$ cat src/sv/isrf_pkg.sv
// Widths and types for the pipelined integer square root.
// No dependencies; used by the top level and its checker.
package isrf_pkg;

  localparam int INPUT_WIDTH = 31;
  localparam int ROOT_BITS   = (INPUT_WIDTH + 1) / 2;
  localparam int RAD_W       = 2 * ROOT_BITS;
  localparam int REM_W       = ROOT_BITS + 2;
  localparam int ROOT_W      = 16;
  localparam int ROOT_EXT_W  = (ROOT_BITS > ROOT_W) ? ROOT_BITS : ROOT_W;

  typedef logic [RAD_W-1:0]     rad_t;
  typedef logic [ROOT_BITS-1:0] root_t;
  typedef logic [REM_W-1:0]     rem_t;

endpackage

$ cat src/sv/integer_square_root_floor.sv
// Floor square root of an unsigned radicand, one root bit per pipeline stage.
// Depends on isrf_pkg.
//
//  channel    valid             ready             payload
//  input      radicand_valid_i  radicand_ready_o  radicand_i[INPUT_WIDTH-1:0]
//  output     root_valid_o      root_ready_i      root_o[15:0]
//
// There are ROOT_BITS stages (16 for a 31-bit radicand), one per root bit, each a
// single remainder subtract and compare. One item enters per cycle unless stalled.
// Reset clears the stage valid bits only. A stall holds each full stage when every
// stage after it is full and the output is stalled; an empty stage keeps filling.
module integer_square_root_floor (
  input  logic                               clk_i,
  input  logic                               rst_ni,
  input  logic [isrf_pkg::INPUT_WIDTH-1:0]   radicand_i,
  input  logic                               radicand_valid_i,
  output logic                               radicand_ready_o,
  output logic [isrf_pkg::ROOT_W-1:0]        root_o,
  output logic                               root_valid_o,
  input  logic                               root_ready_i
);

  localparam int N = isrf_pkg::ROOT_BITS;

  isrf_pkg::rad_t  st_x   [N];
  isrf_pkg::rem_t  st_rem [N];
  isrf_pkg::root_t st_q   [N];
  logic            st_v   [N];
  logic            rdy    [N];

  isrf_pkg::rad_t  x_q    [N];
  isrf_pkg::rem_t  rem_q  [N];
  isrf_pkg::root_t q_q    [N];
  logic            valid_q[N];

  logic [isrf_pkg::ROOT_EXT_W-1:0] root_ext;

  for (genvar k = 0; k < N; k++) begin : g_stage
    logic [isrf_pkg::REM_W+1:0] rem_sh;
    logic [isrf_pkg::REM_W+1:0] trial;
    logic [isrf_pkg::REM_W+1:0] diff;
    logic                       ge;
    isrf_pkg::rem_t             rem_d;
    isrf_pkg::root_t            q_d;
    isrf_pkg::rad_t             x_d;

    if (k == 0) begin : g_head
      assign st_x[k]   = isrf_pkg::RAD_W'(radicand_i);
      assign st_rem[k] = '0;
      assign st_q[k]   = '0;
      assign st_v[k]   = radicand_valid_i;
    end else begin : g_body
      assign st_x[k]   = x_q[k-1];
      assign st_rem[k] = rem_q[k-1];
      assign st_q[k]   = q_q[k-1];
      assign st_v[k]   = valid_q[k-1];
    end

    if (k == N - 1) begin : g_tail
      assign rdy[k] = !valid_q[k] || root_ready_i;
    end else begin : g_mid
      assign rdy[k] = !valid_q[k] || rdy[k+1];
    end

    // Bring down the next two radicand bits and try root bit one.
    always_comb begin
      rem_sh = {st_rem[k], st_x[k][isrf_pkg::RAD_W-1 -: 2]};
      trial  = (isrf_pkg::REM_W + 2)'({st_q[k], 2'b01});
      diff   = rem_sh - trial;
      ge     = (rem_sh >= trial);
      rem_d  = ge ? isrf_pkg::REM_W'(diff) : isrf_pkg::REM_W'(rem_sh);
      q_d    = isrf_pkg::ROOT_BITS'({st_q[k], ge});
      x_d    = st_x[k] << 2;
    end

    always_ff @(posedge clk_i or negedge rst_ni) begin
      if (!rst_ni) begin
        valid_q[k] <= 1'b0;
      end else if (rdy[k]) begin
        valid_q[k] <= st_v[k];
      end
    end

    always_ff @(posedge clk_i) begin
      if (rdy[k]) begin
        x_q[k]   <= x_d;
        rem_q[k] <= rem_d;
        q_q[k]   <= q_d;
      end
    end
  end

  assign root_ext         = isrf_pkg::ROOT_EXT_W'(q_q[N-1]);
  assign root_o           = root_ext[isrf_pkg::ROOT_W-1:0];
  assign root_valid_o     = valid_q[N-1];
  assign radicand_ready_o = rdy[0];

  // Remainder and radicand bits of the last stage feed nothing further.
  logic unused_tail;
  assign unused_tail = ^{x_q[N-1], rem_q[N-1]};

endmodule

$ cat config.mk
export PLATFORM = sky130hd
export DESIGN_NAME = integer_square_root_floor
export DESIGN_NICKNAME = d
export VERILOG_FILES = /design/src/sv/isrf_pkg.sv /design/src/sv/integer_square_root_floor.sv
export SDC_FILE = /design/constraint.sdc
export NUM_CORES = 1
export LEC_CHECK = 0
export ABC_AREA = 0
export BUFFER_PORTS_ARGS = -buffer_cell sky130_fd_sc_hd__clkbuf_2
export CAP_MARGIN = 25
export CORE_MARGIN = 2
export CORE_UTILIZATION = 31
export DETAILED_ROUTE_END_ITERATION = 12
export SLEW_MARGIN = 20
export SYNTH_ARGS = -nofsm -noshare
export SYNTH_HDL_FRONTEND = slang
export SYNTH_SLANG_ARGS = --single-unit
$ cat constraint.sdc
create_clock -name clk_i -period 4.8 [get_ports clk_i]
set_clock_uncertainty 0.15 [all_clocks]
set_input_delay 0 -clock clk_i [delete_from_list [all_inputs] [get_ports clk_i]]
set_output_delay 0 -clock clk_i [all_outputs]
set_load 0.03 [all_outputs]
==> summary.txt, run 1 <==
Pwr
  • Comb power frac: a little under a fifth
  • Tot Pwr: about 17 mW
  • Clock share of power: about 32%
  • Int Pwr: 12.4 mW
  • Net switching power: about 4.6 mW
  • Flop pwr share: ~49%
  • PwrDens: roughly 500 nW/um^2
  • Leakage: about 14 nW
  • Worst VDD drop: between 0.0004 and 0.0005 V
  • Sw frac: a little over a quarter

Synthesis
  • Top cell type's share of synthesized area: about 64%
  • Syn Inst Count: 2181
  • Synthesis warning total: 0
  • Top-count cell post-synth: edfxtp_1
  • Synth Net Count: 2368
  • Asr flop ratio synth: under 10%
  • Yosys reg bits: roughly 640
  • Synth top area cells: edfxtp_1 (64%), ha_1 (6.5%), xnor2_1 (3.7%), inv_1 (2.4%), a21oi_1 (2.4%)
  • Top cells by count, synth: edfxtp_1 (622), inv_1 (190), nor2_1 (159)
  • Ys flop type: edfxtp_1
  • Register area share after synthesis: between 60% and 70%
  • Area leader, netlist: edfxtp_1
  • Post-Syn Area: 29200 um^2
  • Post-synth EDFFs: between 600 and 700
  • Post-Syn Area per Cell: 13.4 um^2
  • Cell variety after synth: between 70 and 80

Clock tree
  • Post-CTS setup buffers: 0
  • CTS clk-pin slew, worst paths: 0.05 ns
  • Htree depth: 3
  • Clock Tree Buf Depth: 3
  • TritonCTS clock tree: yes
  • Clock root cell: clkbuf_16
  • Post-CTS Resized: 0
  • Cts bufs inserted: 73
  • Clk_lat worst skew: slightly above 0.6 ns
  • Sink Count: 638

Final layout
  • Multi-input gate area: ~9300 um^2
  • Final #Nets: between 2000 and 3000
  • Storage cell area: approximately 19000 um^2
  • Ant. Diodes: 0
  • Filler Cells Inserted: between 8000 and 9000
  • Area growth syn-to-layout: 17.1%
  • Fin cells: 3675
  • Ratio of cells with drive above 1 in the final layout: ~10%

STA
  • Final Max Tran Viols: 0
  • Worst Slack Setup Final: ~0.73 ns
  • Min Clock Period, post-route: ~4.1 ns
  • Worst hold slack: approximately 0.19 ns
  • Setup violators final: 0
  • Slew HR: a little under two fifths
  • Period utilization: 84.7%
  • Setup tns final: 0 ns
  • Fmax: approximately 0.25 GHz
  • Unrepaired setup endpoints after global routing: false
  • Slew @ Worst Pin: approximately 0.94 ns
  • Fin. Hold Viols: 0

Placement
  • Placed cell count: 3476
  • Dpl ws: 0.956 ns
  • PortBufs: between 50 and 60
  • Final HPWL DP: roughly 36000 um
  • GP Congestion: about 0.83

Route
  • Initial drt markers: 800
  • WL/cell: 13.7 um
  • Number of remaining DRC errors: 0
  • DR vias: roughly 17000
  • ANT nets after route: 0
  • Avg Vias per Cell: about 4.6
  • Final wirelength: 50200 um
  • Number of detailed-route iterations in the first pass: 5

Critical path
  • Top delay family on crit path: simple AND/OR/NAND/NOR gates
  • Critical Path AT: 3.92 ns
  • Critical path's largest stage delay: 0.62 ns
  • Worst Setup End Kind: output port
  • Cell mode on critical path: nor2_1
  • CP Class: flop to output port
  • Critical path, cell by cell: nand2b_1, buf_4, nor2_1, inv_1, nor2_1, nand2_2, nor3_1, and3_1, nand3_2, clkbuf_2
  • Critical-path maximum fanout: 34
  • CP startpoint kind: flop
  • CP Buf/Inv Count: 3
  • Crit-path slowest cell: nor3_1
  • Worst EP required: ~4.7 ns

GRT
  • Vias in the first global route: about 18000
  • Global-route wire length before repair: 84200 um
  • Congestion Overflow GR: 0
  • GRT Util Overall: about 10%
  • Largest net degree at the start of global routing: slightly below 50
  • Antenna violations before repair: 0

Outcome
  • Status: finished clean

Floorplanning
  • Die height: around 310 um
  • Chip width: around 310 um
  • Row count: roughly 110
  • Io pins: 53
  • Core Area: around 93000 um^2
  • Total die area: just under 100000 um^2
  • Initial Utilization: between 30% and 40%

Hold path
  • HP Class: primary input to asynchronous set/reset pin

Flow run
  • Max cap viols: 0
## kinds of logic (layout without fill, tap and decap cells)
logic type | after synthesis | after routing | synth area share, %
multiplexers | 47 | 47 | 1.78
other | 1 | 1 | 0.0129
buffers and inverters | 216 | 456 | 2.84
adder cells (fa/ha/maj) | 152 | 152 | 6.52
AND/OR/NAND/NOR | 553 | 553 | 9.54
AO/OA/AOI/OAI | 390 | 390 | 8.35
XOR/XNOR | 184 | 184 | 5.53
flip-flops | 638 | 638 | 65.4
## flip-flops by register name, summed over array words and instances (netlist names)
signal        flops
x_q             240
st_v             15
q_q             136
rem_q           246
root_valid_o      1
## timing repair
| action | CTS | global route |
|---|---|---|
| hold endpoints to repair | 66 | 0 |
| hold buffers | 67 | 0 |
| endpoints found under the setup margin | 0 | 0 |
## path summary, 6_finish.rpt
kind                                               start                   end  slack [ns]  depth (start not counted)
worst max register to register  root_valid_o$_DFFE_PN0P_  x_q[2][29]$_DFFE_PP_        1.01                          9
max in group asynchronous                         rst_ni   st_v[9]$_DFFE_PN0P_        3.88                          4
worst min-delay path                              rst_ni   st_v[1]$_DFFE_PN0P_        0.19                          3
worst max-delay path            root_valid_o$_DFFE_PN0P_      radicand_ready_o        0.73                         10
min in group clk_i                  x_q[2][27]$_DFFE_PP_  x_q[3][29]$_DFFE_PP_        0.24                          0
worst min register to register      x_q[2][27]$_DFFE_PP_  x_q[3][29]$_DFFE_PP_        0.24                          0
## power groups by stage
stage	registers (mW)	logic [mW]	clock network, mW
after floorplan	8.14	2.55	0
after global placement	8.33	3.10	0
after detailed placement	8.36	3.20	0
after CTS	8.25	3.27	5.65
after global routing	8.39	3.68	5.87
final	8.25	3.26	5.49
## area by class of cell
type	instances	area share (%)
repair buffers	136	3.22
clock buffers	86	5.58
clock inverters	42	1.46
inverters	192	2.12
multi-input cells	1327	27.2
flip-flops and latches	638	55.9
well taps	1254	4.59
## worst reg2reg max path, delay by kind of cell, from the launching register on
family | cells | cell delay, ns
DFF | 1 | 0.34
and+or+nand+nor | 6 | 1.64
buffers and inverters | 3 | 1.07
## stage by stage
stage	area (um^2)	util, %
4_1_cts	34100	36.5
6_report	34200	36.6
3_5_place_dp	31000	33.2
2_1_floorplan	29200	-
5_1_grt	34200	36.6
3_3_place_gp	31000	33.2
## per-layer routing
metal / global-route usage [%] / wire, um / share of wire, % / vias to the layer above
met5: 0 / 0 / 0 / -
met4: 4.34 / 1450 / 2.9 / 0
met3: 1.95 / 1880 / 3.7 / 103
met2: 19.7 / 26600 / 53 / 321
met1: 11.0 / 20200 / 40 / 8155
li1: - / - / - / 8435
## placed cells by master (no fill, tap or decap), types with 23 or more instances in the layout
cell type | Yosys | final
ha_1 | 152 | 152
clkbuf_16 | 0 | 74
clkbuf_2 | 0 | 52
mux2_2 | 39 | 39
nand2b_1 | 37 | 37
nor2b_1 | 23 | 23
xnor2_1 | 123 | 123
nor2_1 | 159 | 159
nand3_1 | 46 | 44
nor3_1 | 54 | 54
inv_1 | 190 | 189
xor2_1 | 61 | 61
o21ai_0 | 85 | 85
edfxtp_1 | 622 | 622
nand2_1 | 102 | 99
a21oi_1 | 142 | 142
o21a_1 | 41 | 41
a21o_1 | 29 | 29
dlygate4sd3_1 | 0 | 67
Note: power is estimated with default switching activity, not from simulation.
==> run 2, diff against run 1 <==
==> constraint.sdc (replaced) <==
create_clock -name clk_i -period 3.95 [get_ports clk_i]
set_clock_uncertainty 0.15 [all_clocks]
set_input_delay 0 -clock clk_i [delete_from_list [all_inputs] [get_ports clk_i]]
set_output_delay 0 -clock clk_i [all_outputs]
set_load 0.03 [all_outputs]
==> summary.txt, run 2 (synthesis gave the netlist of run 1 again) <==
Placement
  • Post-DP Area: roughly 31000 um^2
  • PortBufs: between 50 and 60
  • Final HPWL DP: 37000 um
  • GP Congestion: about 0.94

Route
  • Number of detailed-route iterations in the first pass: 6
  • Final wirelength: around 50000 um
  • WL/cell: around 14 um
  • Avg Vias per Cell: between 4 and 5
  • Initial drt markers: 763
  • Number of remaining DRC errors: 0
  • DR vias: 16900
  • ANT nets after route: 0

Hold path
  • HP Class: primary input to flop
  • WHS Path Cells: 2

Critical path
  • CP Buf/Inv Count: 2
  • Critical-path maximum fanout: 34
  • Worst EP required: 3.80 ns
  • Critical path, cell by cell: nand2b_4, nor2_4, clkinvlp_4, nor2_4, nand2_4, nor3_1, and3_1, nand3_4, clkbuf_2
  • Crit-path slowest cell: nor3_1
  • Worst Setup End Kind: output port
  • Critical path's largest stage delay: roughly 0.56 ns
  • CP Class: flop to output port
  • R2R depth: 8
  • Top delay family on crit path: simple AND/OR/NAND/NOR gates
  • Levels on crit path: 9
  • CP startpoint kind: flop
  • Critical Path AT: approximately 3.5 ns
  • Cell mode on critical path: nor2_4
  • R2R Setup Slk: between 0.5 and 0.6 ns

Clock tree
  • TritonCTS clock tree: yes
  • Post-CTS Resized: 0
  • CTS clk-pin slew, worst paths: around 0.060 ns
  • Clock Tree Buf Depth: 3
  • Clock root cell: clkbuf_16
  • CTS Hold Buffers Added: 66
  • Htree depth: 3
  • Cts bufs inserted: 71
  • Sink Count: around 640
  • Post-CTS setup buffers: 0
  • Clk_lat worst skew: 0.63 ns

GRT
  • GRT Util Overall: 10.4%
  • Largest net degree at the start of global routing: 48
  • Vias in the first global route: roughly 17000
  • Global-route wire length before repair: about 84000 um
  • Congestion Overflow GR: 0
  • Antenna violations before repair: 0

Final layout
  • Ant. Diodes: 0
  • Max reg flops: 246
  • Largest regs: rem_q x246, x_q x240, q_q x136
  • Design Area, Final: 34100 um^2
  • Largest Register: rem_q
  • Most common cell after layout, fill and taps aside: edfxtp_1
  • Final #Nets: between 2000 and 3000
  • Ratio of cells with drive above 1 in the final layout: between 10% and 20%
  • Area growth syn-to-layout: 16.9%
  • Most frequent cells in the layout: edfxtp_1 (622), inv_1 (186), nor2_1 (156)

STA
  • Setup tns final: 0 ns
  • Slew HR: a little over a third
  • Final Max Tran Viols: 0
  • Fmax: about 0.28 GHz
  • Setup violators final: 0
  • Slew @ Worst Pin: 0.966 ns
  • Period utilization: 91.8%
  • Unrepaired setup endpoints after global routing: false
  • Fin. Hold Viols: 0
  • Min Clock Period, post-route: approximately 3.6 ns

Floorplanning
  • Io pins: between 50 and 60
  • Core Area: roughly 93000 um^2
  • Die height: about 310 um
  • Initial Utilization: between 30% and 40%
  • Chip width: 311 um
  • Total die area: a little under 100000 um^2
  • Row count: 112

Outcome
  • Status: finished clean

Pwr
  • Worst VDD drop: approximately 0.00032 V
  • Tot Pwr: ~20 mW
  • Leakage: between 10 and 15 nW
  • PwrDens: between 500 and 600 nW/um^2

Flow run
  • Max cap viols: 0
run 2: through the flow:
step,setup slack (ns),utilization (%),hold WS [ns],std cells
after global placement,0.660,33.3,-0.165,3482
after CTS,0.251,36.5,0.00721,3676
after detailed placement,0.592,33.3,-0.156,3482
after global routing,0.0297,36.5,0.0294,3677
after floorplan,0.0293,-,-0.446,2181
final,0.322,36.5,0.0550,3677
run 2: worst register-to-register path, delay by kind of cell (launching register included):
kind / cells / cell delay [ns]
flops: 1 / 0.38
simple gates: 7 / 2.19
buf+inv: 1 / 0.13
run 2: cell type report:
cell class,count,area [um^2]
fill,8868,59200
inverter,192,736
multi-input combinational,1327,9330
tap,1254,1570
timing repair buffer,138,1080
clock buffer,85,1880
clock inverter,43,425
sequential,638,19100
run 2: path summary, 6_finish.rpt:
path | to | startpoint
max | radicand_ready_o | root_valid_o$_DFFE_PN0P_
min | x_q[0][4]$_DFFE_PP_ | radicand_i[4]
max reg2reg | rem_q[0][35]$_DFFE_PP_ | root_valid_o$_DFFE_PN0P_
min reg2reg | x_q[5][28]$_DFFE_PP_ | x_q[4][26]$_DFFE_PP_
max in group asynchronous | root_valid_o$_DFFE_PN0P_ | rst_ni
min in group asynchronous | st_v[4]$_DFFE_PN0P_ | rst_ni
run 2: power by group:
group | total (mW) | internal [mW] | leakage [nW] | switching (mW)
registers | 10.0 | 9.21 | 6.34 | 0.801
clock network | 6.43 | 3.81 | 1.12 | 2.62
logic | 4.01 | 1.82 | 6.01 | 2.19
run 2: layer usage:
metal  routed length, um  vias up  global-route usage, %
met1               20100     8058                   11.1
met4                1640        0                   4.48
met3                1830      127                   2.06
li1                    -     8425                      -
met5                   0        -                      0
met2               26600      323                   19.8
